[src/hw/rtl/mrc_pkg.sv]
`timescale 1ns / 1ps

package mrc_pkg;

  localparam int MAX_FRAME  = 256;
  localparam int CNT_W      = $clog2(MAX_FRAME + 1);
  localparam int MIN_FRAME  = 5;
  localparam int CFG_DATA_W = 9;

  localparam logic [15:0] CRC_INIT = 16'hFFFF;
  localparam logic [15:0] CRC_POLY = 16'hA001;

  localparam logic [6:0] EXP_FUNC_RESET  = 7'd3;
  localparam logic [8:0] REPLY_LEN_RESET = 9'd7;

  // byte positions inside the frame
  localparam logic [CNT_W-1:0] POS_FUNC   = CNT_W'(1);
  localparam logic [CNT_W-1:0] POS_EXC    = CNT_W'(2);
  localparam logic [CNT_W-1:0] POS_VAL_HI = CNT_W'(3);
  localparam logic [CNT_W-1:0] POS_VAL_LO = CNT_W'(4);

  localparam int FUNC_EXC_BIT = 7;

  typedef enum logic [2:0] {
    ST_SHORT     = 3'd0,
    ST_CRC_ERR   = 3'd1,
    ST_READ      = 3'd2,
    ST_EXCEPTION = 3'd3,
    ST_OTHER     = 3'd4,
    ST_OVERLONG  = 3'd5
  } status_t;

  typedef enum logic {
    CFG_EXPECTED_FUNCTION = 1'b0,
    CFG_REPLY_LENGTH      = 1'b1
  } cfg_idx_t;

  typedef struct packed {
    logic [6:0] expected_function;
    logic [8:0] reply_length;
  } mrc_cfg_t;

  typedef struct packed {
    status_t            status;
    logic signed [15:0] reg_value;
    logic [7:0]         exception_code;
    logic [8:0]         frame_length;
    logic [15:0]        computed_crc;
    logic [15:0]        received_crc;
  } mrc_result_t;

  // byte-wide update of the reflected crc-16
  function automatic logic [15:0] crc_feed(input logic [15:0] crc_in, input logic [7:0] b);
    logic [15:0] c;
    c = crc_in ^ {8'h00, b};
    for (int k = 0; k < 8; k++) begin
      if (c[0]) begin
        c = (c >> 1) ^ CRC_POLY;
      end else begin
        c = c >> 1;
      end
    end
    return c;
  endfunction

endpackage

[src/hw/rtl/mrc_frame.sv]
`timescale 1ns / 1ps

module mrc_frame import mrc_pkg::*; (
  input  logic        clk,
  input  logic        rst_n,
  input  logic        step,
  input  logic [7:0]  rx_byte,
  input  logic        last_byte,
  input  mrc_cfg_t    cfg,
  output mrc_result_t result
);

  logic [15:0]           crc_r, crc_nxt;
  logic [1:0][7:0]       dly_r, dly_nxt;
  logic [CNT_W-1:0]      cnt_r, cnt_nxt;
  logic [7:0]            func_r, func_nxt;
  logic [2:0][7:0]       hdr_r, hdr_nxt;
  logic                  ovf_r, ovf_nxt;
  logic                  crc_ok;
  logic                  long_enough;

  // frame state after this word, before any end-of-frame clear
  always_comb begin
    crc_nxt  = (cnt_r >= CNT_W'(2)) ? crc_feed(crc_r, dly_r[0]) : crc_r;
    dly_nxt  = {rx_byte, dly_r[1]};
    func_nxt = func_r;
    hdr_nxt  = hdr_r;
    case (cnt_r)
      POS_FUNC:   func_nxt   = rx_byte;
      POS_EXC:    hdr_nxt[0] = rx_byte;
      POS_VAL_HI: hdr_nxt[1] = rx_byte;
      POS_VAL_LO: hdr_nxt[2] = rx_byte;
      default:    ;
    endcase
    if (cnt_r >= CNT_W'(MAX_FRAME)) begin
      ovf_nxt = 1'b1;
      cnt_nxt = cnt_r;
    end else begin
      ovf_nxt = ovf_r;
      cnt_nxt = cnt_r + CNT_W'(1);
    end
  end

  assign long_enough = (cnt_nxt >= CNT_W'(MIN_FRAME));
  assign crc_ok      = (crc_nxt == {dly_nxt[1], dly_nxt[0]});

  always_comb begin
    result                = '0;
    result.frame_length   = 9'(cnt_nxt);
    if (ovf_nxt || long_enough) begin
      result.computed_crc = crc_nxt;
      result.received_crc = {dly_nxt[1], dly_nxt[0]};
    end
    if (ovf_nxt) begin
      result.status = ST_OVERLONG;
    end else if (!long_enough) begin
      result.status = ST_SHORT;
    end else if (!crc_ok) begin
      result.status = ST_CRC_ERR;
    end else if (func_nxt == {1'b0, cfg.expected_function} &&
                 9'(cnt_nxt) == cfg.reply_length) begin
      result.status    = ST_READ;
      result.reg_value = {hdr_nxt[1], hdr_nxt[2]};
    end else if (func_nxt[FUNC_EXC_BIT]) begin
      result.status         = ST_EXCEPTION;
      result.exception_code = hdr_nxt[0];
    end else begin
      result.status = ST_OTHER;
    end
  end

  always_ff @(posedge clk) begin
    if (!rst_n || (step && last_byte)) begin
      crc_r  <= CRC_INIT;
      dly_r  <= '0;
      cnt_r  <= '0;
      func_r <= '0;
      hdr_r  <= '0;
      ovf_r  <= 1'b0;
    end else if (step) begin
      crc_r  <= crc_nxt;
      dly_r  <= dly_nxt;
      cnt_r  <= cnt_nxt;
      func_r <= func_nxt;
      hdr_r  <= hdr_nxt;
      ovf_r  <= ovf_nxt;
    end
  end

endmodule

[config.mk]
export PLATFORM = sky130hd
export DESIGN_NAME = mrc_frame
export DESIGN_NICKNAME = d
export VERILOG_FILES = /design/src/hw/rtl/mrc_pkg.sv /design/src/hw/rtl/mrc_frame.sv
export SDC_FILE = /design/constraint.sdc
export NUM_CORES = 1
export LEC_CHECK = 0
export BUFFER_PORTS_ARGS = -buffer_cell sky130_fd_sc_hd__buf_2
export CAP_MARGIN = 20
export CORE_MARGIN = 2
export CORE_UTILIZATION = 58
export CTS_BUF_LIST = sky130_fd_sc_hd__clkbuf_4
export CTS_CLUSTER_DIAMETER = 50
export CTS_CLUSTER_SIZE = 8
export DETAILED_ROUTE_END_ITERATION = 7
export PLACE_DENSITY = 0.87
export SLEW_MARGIN = 30
export SYNTH_ARGS = -nofsm -noshare
export SYNTH_HDL_FRONTEND = slang
export SYNTH_SLANG_ARGS = --single-unit
export TNS_END_PERCENT = 10
[constraint.sdc]
create_clock -name clk -period 5.4 [get_ports clk]
set_input_delay 0.54 -clock clk [delete_from_list [all_inputs] [get_ports clk]]
set_output_delay 0.54 -clock clk [all_outputs]
set_load 0.01 [all_outputs]
==> results of run 1 <==
cells by family (layout without fill, tap and decap cells):
| kind of cell | after synthesis | after routing | synth area share (%) |
|---|---|---|---|
| DFF | 74 | 74 | 31.5 |
| muxes | 57 | 57 | 12.2 |
| xor gates and xnor gates | 68 | 68 | 14.1 |
| buffers and inverters | 60 | 132 | 5.73 |
| and+or+nand+nor | 245 | 245 | 25.9 |
| adders and majority gates | 4 | 4 | 1.07 |
| AOI/OAI and AO/OA | 76 | 76 | 9.53 |
stage by stage:
| stage | power (mW) | hold WS (ns) | setup slack [ns] |
|---|---|---|---|
| after floorplan | 0.780 | 0.432 | 1.69 |
| after global routing | 1.28 | 0.409 | 0.0814 |
| final | 1.23 | 0.434 | 0.321 |
| after CTS | 1.23 | 0.408 | 0.459 |
| after detailed placement | 0.845 | 0.448 | 0.928 |
| after global placement | 0.838 | 0.438 | 1.09 |
final cells by class:
| class | instances | area, µm² | area share [%] |
|---|---|---|---|
| Sequential cell | 74 | 1480 | 28.0 |
| Tap cell | 102 | 128 | 2.41 |
| Clock inverter | 7 | 93.8 | 1.77 |
| Inverter | 17 | 63.8 | 1.21 |
| Multi-Input combinational cell | 450 | 2950 | 55.8 |
| Timing Repair Buffer | 99 | 505 | 9.55 |
| Clock buffer | 9 | 67.6 | 1.28 |
tightest hold or removal path, delay by kind of cell:
kind,cells,cell delay (ns)
AND/OR/NAND/NOR,1,0.07
AO/OA/AOI/OAI,1,0.06
buffers and inverters,1,0.15
worst paths after layout:
| path | start | endpoint | slack [ns] | cells after the start |
|---|---|---|---|---|
| hold / removal | rx_byte[6] | hdr_r[22]$_SDFFE_PP0P_ | 0.43 | 3 |
| setup / recovery | cnt_r[0]$_SDFFE_PP0P_ | result[42] | 0.32 | 11 |
| hold reg to reg | hdr_r[19]$_SDFFE_PP0P_ | hdr_r[19]$_SDFFE_PP0P_ | 0.47 | 2 |
| setup reg to reg | cnt_r[2]$_SDFFE_PP0P_ | hdr_r[17]$_SDFFE_PP0P_ | 2.86 | 5 |
per-layer routing:
| layer | vias up | wire length, µm | part of all wire, % | track usage (%) |
|---|---|---|---|---|
| met2 | 220 | 5920 | 47 | 47.1 |
| met1 | 2018 | 5460 | 43 | 41.6 |
| met3 | 17 | 1120 | 8.9 | 5.22 |
| met5 | - | 0 | 0 | 0 |
| met4 | 0 | 148 | 1.2 | 7.00 |
| li1 | 2092 | - | - | - |
synthesized netlist by cell type (all sizes together), types with 14 or more instances:
cell / instances / share of area, %
a21oi: 38 / 4.0
nor2: 94 / 7.5
nand3: 14 / 1.8
dfxtp: 74 / 32
xnor2: 35 / 7.0
mux2i: 55 / 12
clkbuf: 30 / 2.4
xor2: 30 / 5.6
nor3: 31 / 5.4
nand2: 68 / 5.5
inv: 17 / 1.4
nor2b: 14 / 1.9
flip-flops by register name (all words and copies together), names as in the netlist:
name / cells
cnt_r: 9
dly_nxt: 8
crc_r: 16
ovf_r: 1
hdr_r: 24
func_r: 8
dly_r: 8
power by group:
group	internal [mW]	total (mW)	leakage [nW]	switching, mW
Sequential	0.561	0.581	0.600	0.0195
Combinational	0.103	0.257	1.80	0.155
Clock	0.187	0.391	0.0819	0.205
Total	0.850	1.23	2.48	0.379
==> run_results.csv, run 1 <==
group,metric,value,unit
run_status,outcome,"finished clean",
drt,drtIter0Drc,360,
synthesis,ys_seq_elements,74,
clock_tree,ctsHtreeMaxLevel,3,
power,power.leakage,2.48,nW
critical_path,path_class,"reg2out",
grt,grt_usage,29.5,%
clock_tree,clk_latency,0.43,ns
synthesis,seq_area_frac_synth,31.5,%
critical_path,cp-start-kind,"flip-flop",
synthesis,synthFlopType,"dfxtp_1",
floorplanning,dieArea,8840,µm²
grt,antenna_found_initial,0,
floorplanning,io_pins,96,
grt,grt_start_max_net_pins,59,
final_layout,mostFrequentLayoutCells,"95 x buf_2, 94 x nor2_1, 74 x dfxtp_1, 67 x nand2_1, 55 x mux2i_1",
min_path,hp-class,"in2reg",
floorplanning,core-area,7810,µm²
synthesis,syn_area_per_cell,8.04,µm²
sta,relSlewSlack,40.0,%
drt,drcViolationCount,0,
clock_tree,cts_tree,"built",
place,gp_congestion,0.931,
final_layout,final_cell_count_no_fill,758,
drt,drt_wl_total,12.7,mm
drt,viasPerCell,5.73,
sta,drv_slew,0,
synthesis,synth.distinct_cells,49,
critical_path,path_cells,"inv_1 > ha_1 > nor2_1 > and3_1 > mux2i_1 > xnor2_1 > nor4_1 > nand4_1 > or4_2 > nor3_1 > buf_2",
final_layout,n_fill_cell,635,
place,place_area,5130,µm²
clock_tree,hold_buffers,0,
sta,hold_viol,0,
critical_path,crit_path_end_kind,"output pin",
synthesis,ys_warn_count,0,
critical_path,cp.buffers_inverters,2,
place,place_inst,742,
clock_tree,clk_path_buf_depth,2,
clock_tree,cts.repair.resized,0,
sta,min_period_over_period,94.1,%
critical_path,crit_required,4.86,ns
synthesis,synthCells,584,
grt,grt_pass1_vias,3958,
sta,finalSetupViolCount,0,
clock_tree,cts_setup_buffers,0,
critical_path,cp_max_fo,25,
final_layout,fin_area,5290,µm²
final_layout,nNetsFinal,683,
final_layout,areaGrowthSynthToFinish,12.7,%
floorplanning,initial_core_util,60.2,%
clock_tree,cts.sinks,74,
grt,grt_first_pass_wirelength,20.3,mm
critical_path,cp_top_family,"simple AND/OR/NAND/NOR gates",
final_layout,utilization,67.8,%
floorplanning,dieHeight,94,µm
sta,fin_crit,5.08,ns
final_layout,drive_gt1_share,22.6,%
floorplanning,dieWidth,94,µm
floorplanning,rows,32,
critical_path,worstPathArrival,4.54,ns
final_layout,diodes,0,
drt,antenna_left,0,
sta,fin_skew,0.0173,ns
drt,wl_per_cell,16.7,µm
synthesis,synth_edf_count,0,
synthesis,synth.net_count,616,
critical_path,max_stage_delay,0.94,ns
synthesis,synthArstFlopShare,0,%
drt,dr.pass1.iters,5,
sta,worst_pin_slew,0.900,ns
run,maxCapViolations,0,
clock_tree,cts_root_buf,"clkbuf_4",
synthesis,netlist_area,4700,µm²
final_layout,final_common_cell,"buf_2",
power,power_density,232,nW/µm²
sta,tns,0,ns
place,io_buffers,95,
sta,grt_setup_unrepaired,"false",
drt,vias,4347,
grt,grt-ovfl-total,0,
critical_path,cp_slowest_cell,"or4_2",
clock_tree,numCtsBuffers,9,
sta,fmax,197,MHz
place,dp_hpwl,9.04,mm
clock_tree,clk_pin_slew,0.12,ns
power,ir_worst_vdd,123,µV
No activity file was read; power rests on OpenSTA's default activity.
==> inputs of run 2 (changes only) <==
--- a/config.mk
+++ b/config.mk
@@ -7,13 +7,12 @@
 export LEC_CHECK = 0
 export BUFFER_PORTS_ARGS = -buffer_cell sky130_fd_sc_hd__buf_2
 export CAP_MARGIN = 20
-export CORE_MARGIN = 2
 export CORE_UTILIZATION = 58
 export CTS_BUF_LIST = sky130_fd_sc_hd__clkbuf_4
 export CTS_CLUSTER_DIAMETER = 50
 export CTS_CLUSTER_SIZE = 8
 export DETAILED_ROUTE_END_ITERATION = 7
-export PLACE_DENSITY = 0.87
+export PLACE_DENSITY = 0.88
 export SLEW_MARGIN = 30
 export SYNTH_ARGS = -nofsm -noshare
 export SYNTH_HDL_FRONTEND = slang
==> run 2 against run 1 <==
Effect of this change:
- wire length rose by 3.6%
- final area rose by 0.95%
- non-clock buffer count is the same
- maximum frequency is 2.3% higher
- critical path depth is the same
- global-route usage is 2.0 points higher
- core utilization up 0.99 points
- worst hold slack worse by 0.0080 ns
- sequential power barely moved
- die area shrank 4.2%
- clock power rose by 25%
- largest cell class unchanged
==> run_results.csv, run 2 (same netlist as run 1, synthesis figures left out) <==
group,metric,value,unit
critical_path,path_class,"reg2out",
sta,tns,0,ns
power,power_frac_seq,43.6,%
place,gp_congestion,0.881,
sta,layout_setup_ws,0.434,ns
clock_tree,ctsHtreeMaxLevel,3,
power,p_int,0.944,mW
sta,drv_slew,0,
power,ir_worst_vdd,134,µV
floorplanning,dieWidth,92,µm
clock_tree,cts_tree,"built",
clock_tree,cts_setup_buffers,0,
sta,worst_pin_slew,0.922,ns
floorplanning,io_pins,96,
drt,vias,4451,
min_path,hp-class,"in2reg",
sta,fin_skew,0.0121,ns
power,pwr-share-comb,19.6,%
grt,grt-busiest-layer,"met2",
power,power.leakage,2.51,nW
grt,antenna_found_initial,1,
drt,drt_wl_total,13.1,mm
final_layout,nNetsFinal,683,
grt,grt_pass1_vias,4135,
floorplanning,rows,32,
place,dp_hpwl,9.03,mm
drt,wl_per_cell,17.3,µm
critical_path,crit_path_end_kind,"output pin",
drt,drcViolationCount,0,
final_layout,diodes,0,
floorplanning,initial_core_util,60.5,%
grt,grt-ovfl-total,0,
clock_tree,cts.sinks,74,
run,maxCapViolations,0,
place,place_area,5130,µm²
sta,grt_setup_unrepaired,"false",
critical_path,worstPathArrival,4.43,ns
final_layout,areaGrowthSynthToFinish,13.7,%
critical_path,cp_max_fo,25,
final_layout,regMostFlops,"hdr_r",
clock_tree,clk_latency,0.44,ns
final_layout,mostFrequentLayoutCells,"95 x buf_2, 94 x nor2_1, 74 x dfxtp_1, 67 x nand2_1, 55 x mux2i_1",
grt,grt_usage,31.6,%
clock_tree,numCtsBuffers,9,
sta,fmax,201,MHz
sta,finalSetupViolCount,0,
sta,min_period_over_period,92.0,%
clock_tree,cts_root_buf,"clkbuf_4",
critical_path,crit_required,4.86,ns
floorplanning,dieArea,8460,µm²
place,post-place-ws,0.685,ns
drt,antenna_left,0,
power,power.clock.fraction,36.8,%
grt,met3_usage,5.39,%
grt,grt_first_pass_wirelength,20.8,mm
grt,grt_start_max_net_pins,59,
sta,fin_crit,4.97,ns
drt,viasPerCell,5.87,
floorplanning,core-area,7770,µm²
grt,use_met1,43.4,%
final_layout,final_common_cell,"buf_2",
floorplanning,dieHeight,92,µm
power,power_density,249,nW/µm²
power,switchingPower,0.387,mW
run_status,outcome,"finished clean",
final_layout,largestRegisters,"hdr_r: 24 flops, crc_r: 16 flops, cnt_r: 9 flops",
clock_tree,clk_path_buf_depth,2,
sta,hold_viol,0,
critical_path,cp-start-kind,"flip-flop",
grt,grt_use_met2,49.4,%
power,swShare,29.1,%
drt,drtIter0Drc,400,
drt,dr.pass1.iters,6,
final_layout,fin_area,5340,µm²
place,io_buffers,95,
final_layout,largest_register_ffs,24,
clock_tree,clk_pin_slew,0.13,ns
sta,relSlewSlack,38.5,%
final_layout,drive_gt1_share,22.6,%
[run 2: metal layers]
| layer | wire length [µm] | vias up | part of all wire [%] |
|---|---|---|---|
| li1 | - | 2103 | - |
| met1 | 5510 | 2056 | 42 |
| met2 | 6100 | 257 | 47 |
| met3 | 1190 | 35 | 9.1 |
| met4 | 307 | 0 | 2.3 |
| met5 | 0 | - | 0 |
[run 2: power groups by stage]
stage | clock network (mW) | registers (mW) | logic [mW]
2_1_floorplan | 0 | 0.585 | 0.195
3_3_place_gp | 0 | 0.591 | 0.249
3_5_place_dp | 0 | 0.592 | 0.254
4_1_cts | 0.492 | 0.580 | 0.257
5_1_grt | 0.519 | 0.582 | 0.281
6_report | 0.490 | 0.580 | 0.261
[run 2: metrics by stage]
stage / instances / util (%) / total power, mW / hold WS, ns
after floorplan: 584 / - / 0.780 / 0.432
after global placement: 742 / 66.1 / 0.840 / 0.438
after detailed placement: 742 / 66.1 / 0.846 / 0.451
after CTS: 758 / 68.8 / 1.33 / 0.407
after global routing: 758 / 68.8 / 1.38 / 0.407
final: 758 / 68.8 / 1.33 / 0.426
[run 2: repair_timing]
item,4_1_cts,5_1_grt
hold endpoints to repair,0,0
hold buffers,0,0
resized for setup,0,1
setup endpoints to repair,0,16
[run 2: worst paths after layout]
kind	startpoint	endpoint	slack (ns)	cells past startpoint
min reg2reg	hdr_r[21]$_SDFFE_PP0P_	hdr_r[21]$_SDFFE_PP0P_	0.47	2
max	cnt_r[0]$_SDFFE_PP0P_	result[41]	0.43	11
max reg2reg	cnt_r[8]$_SDFFE_PP0P_	hdr_r[20]$_SDFFE_PP0P_	2.90	5
min	rx_byte[3]	hdr_r[19]$_SDFFE_PP0P_	0.43	3
[run 2: area by class of cell]
type	count	area, µm²
Multi-Input combinational cell	450	2960
Fill cell	614	2420
Sequential cell	74	1480
Timing Repair Buffer	99	505
Clock inverter	7	141
Tap cell	102	128
Clock buffer	9	67.6
Inverter	17	63.8
[run 2: worst max-delay path: stages (launching register included)]
cell and delay, ns:
dfxtp_1 0.55, inv_1 0.11, ha_1 0.25, nor2_1 0.23, and3_1 0.51, mux2i_1 0.32, xnor2_1 0.09, nor4_1 0.51
nand4_1 0.23, or4_4 0.66, nor3_1 0.31, buf_2 0.19
==> inputs of run 3 (changes only) <==
--- a/config.mk
+++ b/config.mk
@@ -7,6 +7,7 @@
 export LEC_CHECK = 0
 export BUFFER_PORTS_ARGS = -buffer_cell sky130_fd_sc_hd__buf_2
 export CAP_MARGIN = 20
+export CORE_ASPECT_RATIO = 1.2
 export CORE_UTILIZATION = 58
 export CTS_BUF_LIST = sky130_fd_sc_hd__clkbuf_4
 export CTS_CLUSTER_DIAMETER = 50
==> run 3 against run 2 <==
Effect of this change:
- total power is 6.6% lower
- count of clock-buffer cells in the layout is 1 higher
- wire length is 1.6% lower
- first-iteration DRC count is 33% lower
- sequential power hardly changed
- worst hold slack worse by 0.025 ns
- the flow now finishes with violations (design-rule violations)
- sequential share of layout area is 0.31 points higher
- via count is 0.54% higher
- final area is 1.1% lower
- clock power is 18% lower
- flip-flop and latch count stayed put
- maximum frequency is 1.5% higher
==> run_results.csv, run 3 (same netlist as run 1, synthesis figures left out) <==
group,metric,value,unit
run_status,outcome,"complete, but fails checks",
run_status,violations,"design-rule violations",
place,post-place-ws,0.935,ns
clock_tree,cts_tree,"built",
power,p_int,0.858,mW
floorplanning,io_pins,96,
grt,grt_start_max_net_pins,51,
sta,hold_viol,0,
final_layout,utilization,68.2,%
grt,antenna_found_initial,0,
clock_tree,numCtsBuffers,9,
sta,fin_skew,0.0189,ns
power,power_frac_seq,46.6,%
sta,drv_slew,0,
clock_tree,cts.repair.resized,0,
clock_tree,hold_buffers,0,
clock_tree,cts_root_buf,"clkbuf_4",
floorplanning,dieWidth,84.2,µm
final_layout,final_common_cell,"buf_2",
floorplanning,dieArea,8470,µm²
sta,layout_setup_ws,0.505,ns
place,dp_hpwl,9.18,mm
critical_path,r2r_setup_slack,2.90,ns
power,ir_worst_vdd,156,µV
power,power_density,235,nW/µm²
power,pwr-share-comb,21.0,%
sta,tns,0,ns
drt,drcViolationCount,15,
drt,vias,4475,
final_layout,largest_register_ffs,24,
final_layout,drive_gt1_share,22.6,%
sta,min_period_over_period,90.6,%
sta,worst_pin_slew,0.896,ns
floorplanning,rows,35,
drt,wl_per_cell,17.3,µm
final_layout,largestRegisters,"hdr_r: 24 flops, crc_r: 16 flops, cnt_r: 9 flops",
drt,viasPerCell,5.98,
grt,grt-ovfl-total,0,
clock_tree,cts_setup_buffers,0,
place,gp_congestion,0.894,
floorplanning,initial_core_util,60.6,%
drt,drt_wl_total,12.9,mm
floorplanning,core-area,7750,µm²
critical_path,crit_path_end_kind,"output pin",
critical_path,crit_required,4.86,ns
final_layout,diodes,0,
final_layout,areaGrowthSynthToFinish,12.5,%
final_layout,mostFrequentLayoutCells,"95 x buf_2, 94 x nor2_1, 74 x dfxtp_1, 67 x nand2_1, 55 x mux2i_1",
clock_tree,clk_path_buf_depth,2,
sta,fmax,204,MHz
run,maxCapViolations,0,
place,io_buffers,95,
drt,dr.pass1.iters,8,
min_path,hp-class,"in2reg",
drt,drtIter0Drc,269,
power,power.clock.fraction,32.4,%
critical_path,cp_max_fo,25,
sta,holdWs,0.402,ns
sta,fin_crit,4.89,ns
critical_path,cp-start-kind,"flip-flop",
critical_path,worstPathArrival,4.35,ns
grt,grt_first_pass_wirelength,20.4,mm
sta,finalSetupViolCount,0,
floorplanning,dieHeight,101,µm
power,swShare,31.0,%
grt,grt_usage,31.0,%
clock_tree,ctsHtreeMaxLevel,3,
drt,antenna_left,0,
sta,grt_setup_unrepaired,"false",
sta,relSlewSlack,40.2,%
clock_tree,clk_latency,0.44,ns
power,power.leakage,2.49,nW
final_layout,regMostFlops,"hdr_r",
critical_path,path_class,"reg2out",
grt,grt_pass1_vias,4197,
clock_tree,cts.sinks,74,
final_layout,nNetsFinal,683,
power,switchingPower,0.386,mW
clock_tree,clk_pin_slew,0.13,ns
## run 3: cell types whose count changed in the layout (fill, tap and decap cells not counted), sizes merged
cell / delta
inv: +1
bufinv: -2
clkbuf: +1
## run 3: power by group through the flow
stage               registers, mW  logic (mW)  clock network [mW]
CTS                         0.579       0.257               0.405
global route                0.582       0.280               0.431
floorplan                   0.585       0.195                   0
detailed placement          0.592       0.254                   0
finish                      0.580       0.261               0.402
global placement            0.590       0.247                   0
## run 3: critical path, cell delays in order (launching register included)
cell     delay [ns]
dfxtp_1        0.57
inv_1          0.11
ha_1           0.25
nor2_1         0.21
and3_1         0.47
mux2i_1        0.31
xnor2_1        0.10
nor4_1         0.34
nand4_1        0.16
or4_2          0.93
nor3_2         0.30
buf_2          0.18
## run 3: layer usage
metal | global-route usage, % | vias up | wire length [µm]
li1 | - | 2099 | -
met1 | 36.0 | 2083 | 5010
met2 | 53.3 | 232 | 6260
met3 | 4.10 | 61 | 963
met4 | 21.4 | 0 | 671
met5 | 0 | - | 0
## run 3: final cells by class
cell class | instances | area [µm²]
multi-input cells | 450 | 2950
fillers | 598 | 2470
flip-flops and latches | 74 | 1480
repair buffers | 99 | 505
well taps | 92 | 115
clock inverters | 6 | 90.1
clock buffers | 10 | 75.1
inverters | 17 | 63.8
## run 3: per-stage QoR
stage / cell area, µm² / std cells / power [mW]
after CTS: 5280 / 748 / 1.24
after floorplan: 4700 / 584 / 0.780
after global routing: 5290 / 748 / 1.29
after detailed placement: 5120 / 732 / 0.845
final: 5290 / 748 / 1.24
after global placement: 5120 / 732 / 0.837
## run 3: path summary, 6_finish.rpt
kind / cells after the start / to / startpoint
max: 11 / result[48] / cnt_r[0]$_SDFFE_PP0P_
max reg2reg: 9 / crc_r[11]$_SDFFE_PP1P_ / cnt_r[0]$_SDFFE_PP0P_
min reg2reg: 2 / hdr_r[20]$_SDFFE_PP0P_ / hdr_r[20]$_SDFFE_PP0P_
min: 3 / hdr_r[22]$_SDFFE_PP0P_ / rx_byte[6]
